===== src/hw/rtl/blra_pkg.sv =====
// Package for the bezier leg reach animator: widths, field offsets, codes and state types.
// No dependencies; every other file of the block refers to it by scoped names.
`default_nettype none

package blra_pkg;

    // Curve resolution: NUM_POINTS+1 points per tick
    localparam int NUM_POINTS = 8;

    // Field widths
    localparam int KIND_W  = 2;
    localparam int DELTA_W = 16;
    localparam int SPEED_W = 16;
    localparam int COORD_W = 32;
    localparam int IDX_W   = 7;
    localparam int PROG_W  = 17;             // Q1.16, 0..65536
    localparam int ONE_Q16 = 65536;

    // Progress step: (delta * speed) >> 8
    localparam int STEP_W = DELTA_W + SPEED_W - 8;
    localparam int PSUM_W = STEP_W + 2;

    // Remainder of progress / NUM_POINTS
    localparam int NP_W = $clog2(NUM_POINTS + 1);

    // Serial multiplier: signed multiplicand, unsigned 17-bit multiplier
    localparam int DIFF_W    = COORD_W + 1;
    localparam int MUL_A_W   = DIFF_W + 16 + 2;
    localparam int MUL_B_W   = PROG_W;
    localparam int MUL_P_W   = MUL_A_W + MUL_B_W;
    localparam int MUL_CNT_W = $clog2(MUL_B_W + 1);
    localparam int RND_W     = MUL_P_W - 32;
    localparam int SUM_W     = RND_W + 1;

    // Serial divider
    localparam int DIV_CNT_W = $clog2(PROG_W + 1);

    // Stream packing, input side (tuser carries kind)
    localparam int S_DELTA_LSB  = 0;
    localparam int S_ACTIVE_BIT = S_DELTA_LSB + DELTA_W;
    localparam int S_TX_LSB     = S_ACTIVE_BIT + 1;
    localparam int S_TY_LSB     = S_TX_LSB + COORD_W;
    localparam int S_TZ_LSB     = S_TY_LSB + COORD_W;
    localparam int S_SX_LSB     = S_TZ_LSB + COORD_W;
    localparam int S_SY_LSB     = S_SX_LSB + COORD_W;
    localparam int S_SZ_LSB     = S_SY_LSB + COORD_W;
    localparam int S_USED_W     = S_SZ_LSB + COORD_W;
    localparam int S_TDATA_W    = ((S_USED_W + 7) / 8) * 8;

    // Stream packing, output side (tlast = last, tuser = hiding)
    localparam int M_PX_LSB  = 0;
    localparam int M_PY_LSB  = M_PX_LSB + COORD_W;
    localparam int M_PZ_LSB  = M_PY_LSB + COORD_W;
    localparam int M_IDX_LSB = M_PZ_LSB + COORD_W;
    localparam int M_USED_W  = M_IDX_LSB + IDX_W;
    localparam int M_TDATA_W = ((M_USED_W + 7) / 8) * 8;

    // Register port
    localparam int APB_AW = 3;
    localparam int APB_DW = 32;
    localparam logic [0:0] REG_CTRL_HEIGHT = 1'b0;
    localparam logic [0:0] REG_ANIM_SPEED  = 1'b1;
    localparam logic signed [COORD_W-1:0] CTRL_HEIGHT_RST = 32'sd12800;
    localparam logic [SPEED_W-1:0]        ANIM_SPEED_RST  = 16'd256;

    typedef enum logic [KIND_W-1:0] {
        KIND_TICK       = 2'd0,
        KIND_SET_ACTIVE = 2'd1,
        KIND_SET_TARGET = 2'd2
    } kind_t;

    typedef enum logic [3:0] {
        ST_IDLE,
        ST_STEP,
        ST_STEP_WAIT,
        ST_DIV,
        ST_DIV_WAIT,
        ST_PT_U,
        ST_PT_U_WAIT,
        ST_PT_T,
        ST_PT_T_WAIT,
        ST_PT_RND,
        ST_PT_OUT
    } state_t;

endpackage

`default_nettype wire


===== src/hw/rtl/blra_smul.sv =====
// Serial shift-add multiplier: signed multiplicand times unsigned multiplier, one bit a cycle.
// Depends on blra_pkg for operand widths.
`default_nettype none

module blra_smul (
    input  wire logic                                 aclk,
    input  wire logic                                 aresetn,
    input  wire logic                                 start,
    input  wire logic signed [blra_pkg::MUL_A_W-1:0]  a,
    input  wire logic        [blra_pkg::MUL_B_W-1:0]  b,
    output logic                                      busy,
    output logic signed      [blra_pkg::MUL_P_W-1:0]  product
);

    logic        [blra_pkg::MUL_CNT_W-1:0] cnt_reg;
    logic signed [blra_pkg::MUL_P_W-1:0]   mcand_reg;
    logic        [blra_pkg::MUL_B_W-1:0]   mplier_reg;
    logic signed [blra_pkg::MUL_P_W-1:0]   acc_reg;
    logic signed [blra_pkg::MUL_P_W-1:0]   acc_next;

    // One partial product per cycle, LSB of the multiplier first
    assign acc_next = mplier_reg[0] ? acc_reg + mcand_reg : acc_reg;

    // Step counter
    always_ff @(posedge aclk) begin
        if (!aresetn) begin
            cnt_reg <= '0;
        end else if (start) begin
            cnt_reg <= blra_pkg::MUL_CNT_W'(blra_pkg::MUL_B_W);
        end else if (cnt_reg != '0) begin
            cnt_reg <= cnt_reg - 1'b1;
        end
    end

    // Operand shift registers and accumulator
    always_ff @(posedge aclk) begin
        if (start) begin
            mcand_reg  <= {{(blra_pkg::MUL_P_W - blra_pkg::MUL_A_W){a[blra_pkg::MUL_A_W-1]}}, a};
            mplier_reg <= b;
            acc_reg    <= '0;
        end else if (cnt_reg != '0) begin
            acc_reg    <= acc_next;
            mcand_reg  <= mcand_reg <<< 1;
            mplier_reg <= mplier_reg >> 1;
        end
    end

    assign busy    = (cnt_reg != '0);
    assign product = acc_reg;

endmodule

`default_nettype wire


===== src/hw/rtl/blra_sdiv.sv =====
// Serial restoring divider: progress divided by NUM_POINTS, one quotient bit a cycle.
// Depends on blra_pkg for widths and the divisor.
`default_nettype none

module blra_sdiv (
    input  wire logic                               aclk,
    input  wire logic                               aresetn,
    input  wire logic                               start,
    input  wire logic [blra_pkg::PROG_W-1:0]        dividend,
    output logic                                    busy,
    output logic      [blra_pkg::PROG_W-1:0]        quotient,
    output logic      [blra_pkg::NP_W-1:0]          remainder
);

    localparam logic [blra_pkg::NP_W:0] DIVISOR = (blra_pkg::NP_W + 1)'(blra_pkg::NUM_POINTS);

    logic [blra_pkg::DIV_CNT_W-1:0] cnt_reg;
    logic [blra_pkg::PROG_W-1:0]    shift_reg;
    logic [blra_pkg::NP_W-1:0]      rem_reg;
    logic [blra_pkg::NP_W:0]        trial;
    logic                           qbit;

    // Bring down the next dividend bit and try a subtract
    assign trial = {rem_reg, shift_reg[blra_pkg::PROG_W-1]};
    assign qbit  = (trial >= DIVISOR);

    always_ff @(posedge aclk) begin
        if (!aresetn) begin
            cnt_reg <= '0;
        end else if (start) begin
            cnt_reg <= blra_pkg::DIV_CNT_W'(blra_pkg::PROG_W);
        end else if (cnt_reg != '0) begin
            cnt_reg <= cnt_reg - 1'b1;
        end
    end

    // Dividend shifts out at the top while quotient bits shift in at the bottom
    always_ff @(posedge aclk) begin
        if (start) begin
            shift_reg <= dividend;
            rem_reg   <= '0;
        end else if (cnt_reg != '0) begin
            shift_reg <= {shift_reg[blra_pkg::PROG_W-2:0], qbit};
            rem_reg   <= qbit ? blra_pkg::NP_W'(trial - DIVISOR) : blra_pkg::NP_W'(trial);
        end
    end

    assign busy      = (cnt_reg != '0);
    assign quotient  = shift_reg;
    assign remainder = rem_reg;

endmodule

`default_nettype wire


===== src/hw/rtl/bezier_leg_reach_animator.sv =====
// Top level of the bezier leg reach animator: register port, sequencer, serial arithmetic.
// Depends on blra_pkg, blra_smul and blra_sdiv.
//
// Usage:
//   Items enter on the s_ stream; s_tuser carries the kind (tick, set active, set target).
//   Set active and set target update state on acceptance and give no result. A tick moves
//   the progress ramp and, while the limb is active or still hiding, sends NUM_POINTS+1
//   curve points on the m_ stream, the final one flagged by m_tlast.
//   Sequence: a tick runs the progress step when a ramp runs, then progress / NUM_POINTS
//   on the serial divider when the limb is active or hiding, then each point in turn on
//   the bit-serial multipliers, two products per point (u*h on the z lane, then t*M on
//   all three lanes in parallel).
//   The block takes one item at a time; s_tready is high only between ticks.
//   Reset (aresetn low, synchronous) clears the ramps, progress and end point and loads
//   the register defaults (control_height 12800, animation_speed 256).
//   When the receiver stalls, the finished point waits in the output register and the
//   sequencer holds the next point until the register frees up; no point is dropped.
//   Write registers over the APB port only while idle; the block does not enforce it.
`default_nettype none

module bezier_leg_reach_animator (
    input  wire logic                                aclk,
    input  wire logic                                aresetn,
    // Input stream
    input  wire logic                                s_tvalid,
    output logic                                     s_tready,
    // tdata, LSB up: delta_time[16], active_flag[1], target_x, target_y, target_z,
    // start_x, start_y, start_z [32 each], zero pad
    input  wire logic [blra_pkg::S_TDATA_W-1:0]      s_tdata,
    // tuser: kind[2]
    input  wire logic [blra_pkg::KIND_W-1:0]         s_tuser,
    // Result stream
    output logic                                     m_tvalid,
    input  wire logic                                m_tready,
    // tdata, LSB up: point_x, point_y, point_z [32 each], point_index[7], zero pad
    output logic [blra_pkg::M_TDATA_W-1:0]           m_tdata,
    output logic                                     m_tlast,
    // tuser: hiding[1]
    output logic                                     m_tuser,
    // Register port
    input  wire logic                                psel,
    input  wire logic                                penable,
    input  wire logic                                pwrite,
    input  wire logic [blra_pkg::APB_AW-1:0]         paddr,
    input  wire logic [blra_pkg::APB_DW-1:0]         pwdata,
    output logic [blra_pkg::APB_DW-1:0]              prdata,
    output logic                                     pready
);

    localparam int CW = blra_pkg::COORD_W;
    localparam int AW = blra_pkg::MUL_A_W;
    localparam int PW = blra_pkg::MUL_P_W;
    localparam int DW = blra_pkg::DIFF_W;

    // ---------------------------------------------------------------
    // Registers
    // ---------------------------------------------------------------
    blra_pkg::state_t state_reg, state_next;

    logic signed [CW-1:0]               ctrl_height_reg;
    logic [blra_pkg::SPEED_W-1:0]       anim_speed_reg;

    logic leg_active_reg, leg_active_next;
    logic reaching_reg,   reaching_next;
    logic hiding_reg,     hiding_next;
    logic [blra_pkg::PROG_W-1:0]        progress_reg, progress_next;

    logic signed [CW-1:0] end_x_reg, end_y_reg, end_z_reg;
    logic signed [CW-1:0] start_x_reg, start_y_reg, start_z_reg;
    logic [blra_pkg::DELTA_W-1:0]       delta_reg;
    logic signed [DW-1:0] dx_reg, dy_reg, dz_reg;
    logic signed [AW-1:0] mz_reg;
    logic signed [blra_pkg::RND_W-1:0]  rnd_x_reg, rnd_y_reg, rnd_z_reg;

    logic [blra_pkg::PROG_W-1:0]        t_reg;
    logic [blra_pkg::NP_W-1:0]          tr_acc_reg;
    logic [blra_pkg::IDX_W-1:0]         idx_reg;

    logic                               m_tvalid_reg, m_tvalid_next;
    logic signed [CW-1:0]               out_x_reg, out_y_reg, out_z_reg;
    logic [blra_pkg::IDX_W-1:0]         out_idx_reg;
    logic                               out_last_reg;
    logic                               out_hiding_reg;

    // ---------------------------------------------------------------
    // Input unpacking
    // ---------------------------------------------------------------
    blra_pkg::kind_t kind;
    logic in_acc;
    logic active_in;

    assign kind      = blra_pkg::kind_t'(s_tuser);
    assign s_tready  = (state_reg == blra_pkg::ST_IDLE);
    assign in_acc    = s_tvalid && s_tready;
    assign active_in = s_tdata[blra_pkg::S_ACTIVE_BIT];

    // ---------------------------------------------------------------
    // Register port
    // ---------------------------------------------------------------
    logic cfg_wr;
    assign pready = 1'b1;
    assign cfg_wr = psel && penable && pwrite && pready;

    always_ff @(posedge aclk) begin
        if (!aresetn) begin
            ctrl_height_reg <= blra_pkg::CTRL_HEIGHT_RST;
            anim_speed_reg  <= blra_pkg::ANIM_SPEED_RST;
        end else if (cfg_wr) begin
            unique case (paddr[2])
                blra_pkg::REG_CTRL_HEIGHT: ctrl_height_reg <= $signed(pwdata);
                blra_pkg::REG_ANIM_SPEED:  anim_speed_reg  <= pwdata[blra_pkg::SPEED_W-1:0];
                default: ;
            endcase
        end
    end

    always_comb begin
        unique case (paddr[2])
            blra_pkg::REG_CTRL_HEIGHT: prdata = ctrl_height_reg;
            blra_pkg::REG_ANIM_SPEED:  prdata = {{(blra_pkg::APB_DW - blra_pkg::SPEED_W){1'b0}},
                                                 anim_speed_reg};
            default:                   prdata = '0;
        endcase
    end

    // ---------------------------------------------------------------
    // Serial arithmetic units
    // ---------------------------------------------------------------
    logic mul_x_start, mul_y_start, mul_z_start;
    logic mul_x_busy,  mul_y_busy,  mul_z_busy;
    logic signed [AW-1:0] mul_x_a, mul_y_a, mul_z_a;
    logic [blra_pkg::MUL_B_W-1:0] mul_x_b, mul_z_b;
    logic signed [PW-1:0] mul_x_prod, mul_y_prod, mul_z_prod;
    logic [blra_pkg::PROG_W-1:0] u_val;

    logic div_start, div_busy;
    logic [blra_pkg::PROG_W-1:0] div_quot;
    logic [blra_pkg::NP_W-1:0]   div_rem;
    logic run_active;

    assign run_active = leg_active_reg || hiding_reg;
    assign u_val      = blra_pkg::PROG_W'(blra_pkg::ONE_Q16) - t_reg;

    // x lane also computes delta * speed for the progress step
    assign mul_x_start = (state_reg == blra_pkg::ST_STEP) || (state_reg == blra_pkg::ST_PT_T);
    assign mul_y_start = (state_reg == blra_pkg::ST_PT_T);
    assign mul_z_start = (state_reg == blra_pkg::ST_PT_U) || (state_reg == blra_pkg::ST_PT_T);

    assign mul_x_a = (state_reg == blra_pkg::ST_STEP)
                   ? $signed({{(AW - blra_pkg::SPEED_W){1'b0}}, anim_speed_reg})
                   : $signed({{(AW - DW - 16){dx_reg[DW-1]}}, dx_reg, 16'b0});
    assign mul_x_b = (state_reg == blra_pkg::ST_STEP) ? {1'b0, delta_reg} : t_reg;
    assign mul_y_a = $signed({{(AW - DW - 16){dy_reg[DW-1]}}, dy_reg, 16'b0});
    // z lane: u * h first, then t * M
    assign mul_z_a = (state_reg == blra_pkg::ST_PT_U)
                   ? $signed({{(AW - CW){ctrl_height_reg[CW-1]}}, ctrl_height_reg})
                   : mz_reg;
    assign mul_z_b = (state_reg == blra_pkg::ST_PT_U) ? u_val : t_reg;

    blra_smul u_mul_x (
        .aclk    (aclk),
        .aresetn (aresetn),
        .start   (mul_x_start),
        .a       (mul_x_a),
        .b       (mul_x_b),
        .busy    (mul_x_busy),
        .product (mul_x_prod)
    );

    blra_smul u_mul_y (
        .aclk    (aclk),
        .aresetn (aresetn),
        .start   (mul_y_start),
        .a       (mul_y_a),
        .b       (t_reg),
        .busy    (mul_y_busy),
        .product (mul_y_prod)
    );

    blra_smul u_mul_z (
        .aclk    (aclk),
        .aresetn (aresetn),
        .start   (mul_z_start),
        .a       (mul_z_a),
        .b       (mul_z_b),
        .busy    (mul_z_busy),
        .product (mul_z_prod)
    );

    assign div_start = (state_reg == blra_pkg::ST_DIV) && run_active;

    blra_sdiv u_div (
        .aclk      (aclk),
        .aresetn   (aresetn),
        .start     (div_start),
        .dividend  (progress_reg),
        .busy      (div_busy),
        .quotient  (div_quot),
        .remainder (div_rem)
    );

    // ---------------------------------------------------------------
    // Progress step
    // ---------------------------------------------------------------
    logic [blra_pkg::STEP_W-1:0]        step;
    logic signed [blra_pkg::PSUM_W-1:0] p_base, p_step, p_sum;
    logic p_over, p_under;

    assign step    = mul_x_prod[blra_pkg::DELTA_W + blra_pkg::SPEED_W - 1:8];
    assign p_base  = $signed({{(blra_pkg::PSUM_W - blra_pkg::PROG_W){1'b0}}, progress_reg});
    assign p_step  = $signed({{(blra_pkg::PSUM_W - blra_pkg::STEP_W){1'b0}}, step});
    assign p_sum   = reaching_reg ? p_base + p_step : p_base - p_step;
    assign p_over  = p_sum > $signed(blra_pkg::PSUM_W'(blra_pkg::ONE_Q16));
    assign p_under = p_sum[blra_pkg::PSUM_W-1];

    // ---------------------------------------------------------------
    // Point arithmetic
    // ---------------------------------------------------------------
    logic mul_all_busy;
    logic slot_free, out_load, idx_done;
    logic signed [PW-1:0] half_lsb;
    logic signed [PW-1:0] rs_x, rs_y, rs_z;
    logic [blra_pkg::NP_W:0] tr_sum;
    logic tr_carry;

    assign mul_all_busy = mul_x_busy || mul_y_busy || mul_z_busy;
    assign slot_free    = !m_tvalid_reg || m_tready;
    assign out_load     = (state_reg == blra_pkg::ST_PT_OUT) && slot_free;
    assign idx_done     = (idx_reg == blra_pkg::IDX_W'(blra_pkg::NUM_POINTS));

    // Round to nearest, ties up: (prod + 2^31) >>> 32
    assign half_lsb = $signed({{(PW - 32){1'b0}}, 1'b1, 31'b0});
    assign rs_x     = mul_x_prod + half_lsb;
    assign rs_y     = mul_y_prod + half_lsb;
    assign rs_z     = mul_z_prod + half_lsb;

    // t = floor(i*p/N) advanced as quotient plus a carry from the remainder
    assign tr_sum   = {1'b0, tr_acc_reg} + {1'b0, div_rem};
    assign tr_carry = (tr_sum >= (blra_pkg::NP_W + 1)'(blra_pkg::NUM_POINTS));

    function automatic logic signed [CW-1:0] sat_add(
        input logic signed [CW-1:0]              s,
        input logic signed [blra_pkg::RND_W-1:0] r
    );
        logic signed [blra_pkg::SUM_W-1:0] v;
        v = $signed({{(blra_pkg::SUM_W - CW){s[CW-1]}}, s}) + $signed({r[blra_pkg::RND_W-1], r});
        if (v[blra_pkg::SUM_W-1:CW-1] == '0 || v[blra_pkg::SUM_W-1:CW-1] == '1) begin
            return v[CW-1:0];
        end else if (v[blra_pkg::SUM_W-1]) begin
            return {1'b1, {(CW-1){1'b0}}};
        end else begin
            return {1'b0, {(CW-1){1'b1}}};
        end
    endfunction

    // ---------------------------------------------------------------
    // Sequencer: state register
    // ---------------------------------------------------------------
    always_ff @(posedge aclk) begin
        if (!aresetn) begin
            state_reg      <= blra_pkg::ST_IDLE;
            leg_active_reg <= 1'b0;
            reaching_reg   <= 1'b0;
            hiding_reg     <= 1'b0;
            progress_reg   <= '0;
            m_tvalid_reg   <= 1'b0;
        end else begin
            state_reg      <= state_next;
            leg_active_reg <= leg_active_next;
            reaching_reg   <= reaching_next;
            hiding_reg     <= hiding_next;
            progress_reg   <= progress_next;
            m_tvalid_reg   <= m_tvalid_next;
        end
    end

    // Sequencer: next state and control updates
    always_comb begin
        state_next      = state_reg;
        leg_active_next = leg_active_reg;
        reaching_next   = reaching_reg;
        hiding_next     = hiding_reg;
        progress_next   = progress_reg;
        m_tvalid_next   = out_load ? 1'b1 : (m_tready ? 1'b0 : m_tvalid_reg);

        unique case (state_reg)
            blra_pkg::ST_IDLE: begin
                if (in_acc) begin
                    case (kind)
                        blra_pkg::KIND_TICK: begin
                            state_next = (reaching_reg || hiding_reg) ? blra_pkg::ST_STEP
                                                                      : blra_pkg::ST_DIV;
                        end
                        blra_pkg::KIND_SET_ACTIVE: begin
                            leg_active_next = active_in;
                            if (active_in) begin
                                progress_next = '0;
                                reaching_next = 1'b1;
                            end else begin
                                progress_next = blra_pkg::PROG_W'(blra_pkg::ONE_Q16);
                                hiding_next   = 1'b1;
                            end
                        end
                        default: ;
                    endcase
                end
            end
            blra_pkg::ST_STEP: state_next = blra_pkg::ST_STEP_WAIT;
            blra_pkg::ST_STEP_WAIT: begin
                if (!mul_x_busy) begin
                    if (p_over || p_under) begin
                        reaching_next = 1'b0;
                        hiding_next   = 1'b0;
                    end
                    if (p_over) begin
                        progress_next = blra_pkg::PROG_W'(blra_pkg::ONE_Q16);
                    end else if (p_under) begin
                        progress_next = '0;
                    end else begin
                        progress_next = p_sum[blra_pkg::PROG_W-1:0];
                    end
                    state_next = blra_pkg::ST_DIV;
                end
            end
            blra_pkg::ST_DIV: begin
                state_next = run_active ? blra_pkg::ST_DIV_WAIT : blra_pkg::ST_IDLE;
            end
            blra_pkg::ST_DIV_WAIT: begin
                if (!div_busy) begin
                    state_next = blra_pkg::ST_PT_U;
                end
            end
            blra_pkg::ST_PT_U: state_next = blra_pkg::ST_PT_U_WAIT;
            blra_pkg::ST_PT_U_WAIT: begin
                if (!mul_z_busy) begin
                    state_next = blra_pkg::ST_PT_T;
                end
            end
            blra_pkg::ST_PT_T: state_next = blra_pkg::ST_PT_T_WAIT;
            blra_pkg::ST_PT_T_WAIT: begin
                if (!mul_all_busy) begin
                    state_next = blra_pkg::ST_PT_RND;
                end
            end
            blra_pkg::ST_PT_RND: state_next = blra_pkg::ST_PT_OUT;
            blra_pkg::ST_PT_OUT: begin
                if (slot_free) begin
                    state_next = idx_done ? blra_pkg::ST_IDLE : blra_pkg::ST_PT_U;
                end
            end
            default: state_next = blra_pkg::ST_IDLE;
        endcase
    end

    // ---------------------------------------------------------------
    // End point (reset to origin)
    // ---------------------------------------------------------------
    always_ff @(posedge aclk) begin
        if (!aresetn) begin
            end_x_reg <= '0;
            end_y_reg <= '0;
            end_z_reg <= '0;
        end else if (in_acc && kind == blra_pkg::KIND_SET_TARGET) begin
            end_x_reg <= $signed(s_tdata[blra_pkg::S_TX_LSB +: CW]);
            end_y_reg <= $signed(s_tdata[blra_pkg::S_TY_LSB +: CW]);
            end_z_reg <= $signed(s_tdata[blra_pkg::S_TZ_LSB +: CW]);
        end
    end

    // ---------------------------------------------------------------
    // Datapath registers
    // ---------------------------------------------------------------
    always_ff @(posedge aclk) begin
        // Tick operands
        if (in_acc && kind == blra_pkg::KIND_TICK) begin
            delta_reg   <= s_tdata[blra_pkg::S_DELTA_LSB +: blra_pkg::DELTA_W];
            start_x_reg <= $signed(s_tdata[blra_pkg::S_SX_LSB +: CW]);
            start_y_reg <= $signed(s_tdata[blra_pkg::S_SY_LSB +: CW]);
            start_z_reg <= $signed(s_tdata[blra_pkg::S_SZ_LSB +: CW]);
        end

        // Per-tick setup: end minus start, point counters cleared
        if (state_reg == blra_pkg::ST_DIV) begin
            dx_reg     <= $signed({end_x_reg[CW-1], end_x_reg}) - $signed({start_x_reg[CW-1], start_x_reg});
            dy_reg     <= $signed({end_y_reg[CW-1], end_y_reg}) - $signed({start_y_reg[CW-1], start_y_reg});
            dz_reg     <= $signed({end_z_reg[CW-1], end_z_reg}) - $signed({start_z_reg[CW-1], start_z_reg});
            t_reg      <= '0;
            tr_acc_reg <= '0;
            idx_reg    <= '0;
        end

        // M for z: (E-S)<<16 + 2*u*h
        if (state_reg == blra_pkg::ST_PT_U_WAIT && !mul_z_busy) begin
            mz_reg <= $signed({{(AW - DW - 16){dz_reg[DW-1]}}, dz_reg, 16'b0})
                    + $signed({mul_z_prod[AW-2:0], 1'b0});
        end

        // Rounded offsets
        if (state_reg == blra_pkg::ST_PT_RND) begin
            rnd_x_reg <= rs_x[PW-1:32];
            rnd_y_reg <= rs_y[PW-1:32];
            rnd_z_reg <= rs_z[PW-1:32];
        end

        // Output register and point advance
        if (out_load) begin
            out_x_reg      <= sat_add(start_x_reg, rnd_x_reg);
            out_y_reg      <= sat_add(start_y_reg, rnd_y_reg);
            out_z_reg      <= sat_add(start_z_reg, rnd_z_reg);
            out_idx_reg    <= idx_reg;
            out_last_reg   <= idx_done;
            out_hiding_reg <= hiding_reg;
            idx_reg        <= idx_reg + 1'b1;
            t_reg          <= t_reg + div_quot + blra_pkg::PROG_W'(tr_carry);
            tr_acc_reg     <= tr_carry
                            ? blra_pkg::NP_W'(tr_sum - (blra_pkg::NP_W + 1)'(blra_pkg::NUM_POINTS))
                            : blra_pkg::NP_W'(tr_sum);
        end
    end

    // ---------------------------------------------------------------
    // Result stream
    // ---------------------------------------------------------------
    assign m_tvalid = m_tvalid_reg;
    assign m_tdata  = {{(blra_pkg::M_TDATA_W - blra_pkg::M_USED_W){1'b0}},
                       out_idx_reg, out_z_reg, out_y_reg, out_x_reg};
    assign m_tlast  = out_last_reg;
    assign m_tuser  = out_hiding_reg;

endmodule

`default_nettype wire


===== config.mk =====
export PLATFORM = sky130hd
export DESIGN_NAME = bezier_leg_reach_animator
export DESIGN_NICKNAME = d
export VERILOG_FILES = /design/src/hw/rtl/blra_pkg.sv /design/src/hw/rtl/blra_smul.sv /design/src/hw/rtl/blra_sdiv.sv /design/src/hw/rtl/bezier_leg_reach_animator.sv
export SDC_FILE = /design/constraint.sdc
export NUM_CORES = 2
export LEC_CHECK = 0
export ABC_AREA = 0
export BUFFER_PORTS_ARGS = -buffer_cell sky130_fd_sc_hd__buf_2
export CAP_MARGIN = 40
export CORE_MARGIN = 4
export CORE_UTILIZATION = 35
export DETAILED_ROUTE_END_ITERATION = 10
export SKIP_LAST_GASP = 1
export SLEW_MARGIN = 10
export SYNTH_ARGS = -nofsm -noshare
export SYNTH_HDL_FRONTEND = slang
export SYNTH_SLANG_ARGS = --single-unit
export TNS_END_PERCENT = 20

===== constraint.sdc =====
create_clock -name aclk -period 7.1 [get_ports aclk]
set_input_delay 0.71 -clock aclk [delete_from_list [all_inputs] [get_ports aclk]]
set_output_delay 0.71 -clock aclk [all_outputs]
set_load 0.01 [all_outputs]

==> metrics.csv <==
metric,value,unit
outcome,"complete, no violations",
synth warn,0,
P per Cell Area,445.6,mW/mm^2
initial cell density of the core,35.14,%
worst-skew pair later-pin latency,0.79,ns
met1 wire length,86740,um
number of flops mapped to enable cells by yosys,758,
nets@finish,8315,
syn_area_per_cell,9.310,um^2
top_reg_cell synth,edfxtp_1,
Hold Path Sink,start_y_reg[24],
Hold Crit Depth,1,
post-synthesis sequential area ratio,44.95,%
PortBufs,389,
Post-CTS Setup Inserts,0,
"Core Util, Final",40.04,%
worst ir drop on vdd,0.2958,mV
Via Count,54180,
Static Leak,32.03,nW
asr flop ratio synth,0,%
most common cell in the netlist,nand2_1,
wire length of the first global-routing pass,308300,um
vias per cell,5.312,
Slew Limit Fails,0,
CTS Buf Count,134,
worst slew pin tran,0.9578,ns
CTS tree,done,
max-cap violations,0,
Final min period,4.854,ns
fin area,0.07703,mm^2
unrepaired setup endpoints after global routing,no,
total clock sinks,1139,
met2 wire len,98380,um
largest net degree at the start of global routing,127,
worst reg2reg path depth,19,
share of post-route cells with drive strength above 1,10.07,%
DRC viols,0,
crit path max fanout,3,
crit path launch,tr_acc_reg[1],
Area Growth Syn to Fin,13.94,%
Gate Count Post-Synth,7262,
CP Launch Type,flip-flop,
Reg2Reg Launch Point,tr_acc_reg[1],
Worst Hold Class,in2reg,
Boundary Pins,401,
DP Area,0.07229,mm^2
synthesized cell area,0.06761,mm^2
Max Freq,0.2060,GHz
Overall Global Routing Usage,19.61,%
Critical Path AT,5.36,ns
GR Overflow Total,0,
number of global-route vias before repair,52990,
Die Area,0.2003,mm^2
CTS Buffer Depth,3,
worst flop-to-flop path endpoint,t_reg[16],
initial DRC count,3664,
Met3 Routed Length,8764,um
Setup CP Type,reg2reg,
clock skew,0.03923,ns
Die Ht,447.5,um
total wire length,202200,um
top sig layer,met4,
clock transition at the registers of the reported paths,0.06,ns
unique cell type count in the Yosys netlist,97,
period utilisation layout,68.37,%
syn_nets,8027,
dpl hpwl,152800,um
setup TNS,0,ns
Die Width,447.5,um
"Data required, critical path",7.61,ns
max_slew headroom,35.60,%
Fin. Hold Viols,0,
CTS root buf,clkbuf_16,
HP Start,s_tdata[169],
DRT Pass-1 Iters,6,
gpl congestion,0.9272,
Yosys top cell by area,edfxtp_1,
ranking of synthesized cells by area,"edfxtp_1 (34%), dfxtp_1 (11%), ha_1 (9.1%)",
H-tree depth,4,
core area,0.1924,mm^2
R2R Setup Slk,2.25,ns
Post-CTS Hold Buffers,0,
"antenna viol nets, final",0,
antenna violations before repair,15,
# setup viols final,0,
count of cells resized by post-cts repair,0,
Seq cells post-synth,1139,
Synth top area share,33.67,%
CP endpoint kind,flip-flop,
most frequent cells after synthesis,"nand2_1 (1298), a21oi_1 (764), edfxtp_1 (758)",
row count,161,
wire length per cell,19.83,um
stage by stage:
step,cells,power (mW),setup WS [ns],hold slack [ns]
floorplan,7262,22.97,0.2922,0.4362
finish,10200,34.33,2.246,0.1000
global route,10190,36.93,1.831,0.06349
CTS,10190,34.45,2.284,0.03477
detailed placement,9937,27.02,2.327,0.4528
global placement,9927,26.63,2.329,0.4423
power breakdown:
| part | internal, mW | switching (mW) |
|---|---|---|
| Combinational | 6.37 | 9.53 |
| Sequential | 9.60 | 1.54 |
| Clock | 4.32 | 2.96 |
worst max-delay path by stage:
stage	endpoint	slack [ns]	cells past startpoint
floorplan	u_div.quotient[0]	0.29	6
global placement	t_reg[16]	2.33	19
detailed placement	t_reg[16]	2.33	19
CTS	t_reg[16]	2.28	19
global route	t_reg[16]	1.83	19
finish	t_reg[16]	2.25	19
kinds of logic (layout without fill, tap and decap cells):
family                   count (synthesis)  after routing  share of synthesized area [%]
flip-flops                            1139           1139                          44.95
XOR/XNOR                               529            529                          6.853
AND/OR/NAND/NOR                       2409           2409                          15.73
other                                    2             12                        0.01111
AO/OA/AOI/OAI                         2036           2036                          18.71
adder cells (fa/ha/maj)                505            505                          9.513
multiplexers                            62             62                         0.9568
buffers and inverters                  580            981                          3.283
layer usage:
metal	up-vias	track usage, %
met5	-	0
met4	0	7.994
met3	278	2.399
met2	1252	34.00
met1	26040	24.70
li1	26610	-
placed cells by master (no fill, tap or decap), drive strengths merged, types with 56 or more instances in the layout:
| cell | count |
|---|---|
| o21a | 97 |
| xnor2 | 355 |
| xor2 | 174 |
| and3 | 69 |
| edfxtp | 758 |
| nor2 | 412 |
| a31oi | 65 |
| nor2b | 92 |
| a21oi | 767 |
| nand4 | 72 |
| a211oi | 64 |
| a21o | 290 |
| inv | 290 |
| o21ai | 421 |
| ha | 490 |
| nand2 | 1298 |
| nor3 | 99 |
| clkbuf | 185 |
| dfxtp | 381 |
| o21bai | 56 |
| nand3 | 147 |
| nand2b | 68 |
| buf | 451 |
area by class of cell:
cell class / instances / area, um^2
clock buffer: 185 / 3740
timing repair buffer: 451 / 2586
antenna: 10 / 25.02
clock inverter: 64 / 909.6
multi-input combinational: 5543 / 35150
sequential: 1139 / 30390
inverter: 281 / 1065
tap: 2526 / 3161
fill: 18880 / 115300
worst max-delay path, stage by stage (launching register included):
cell and delay [ns]:
edfxtp_1 0.39, ha_1 0.32, a21o_1 0.19, nand2_1 0.13, mux2i_1 0.23, nand2_1 0.11, fa_1 0.41, fa_1 0.42
a21o_1 0.17, a21oi_1 0.22, o21bai_1 0.10, a21oi_1 0.21, o21bai_1 0.10, a21oi_1 0.22, o21ai_0 0.17, o41ai_1 0.55
o2111ai_1 0.25, a21oi_1 0.22, xnor2_1 0.14, nor2_1 0.06
(Power assumes the default switching activity.)
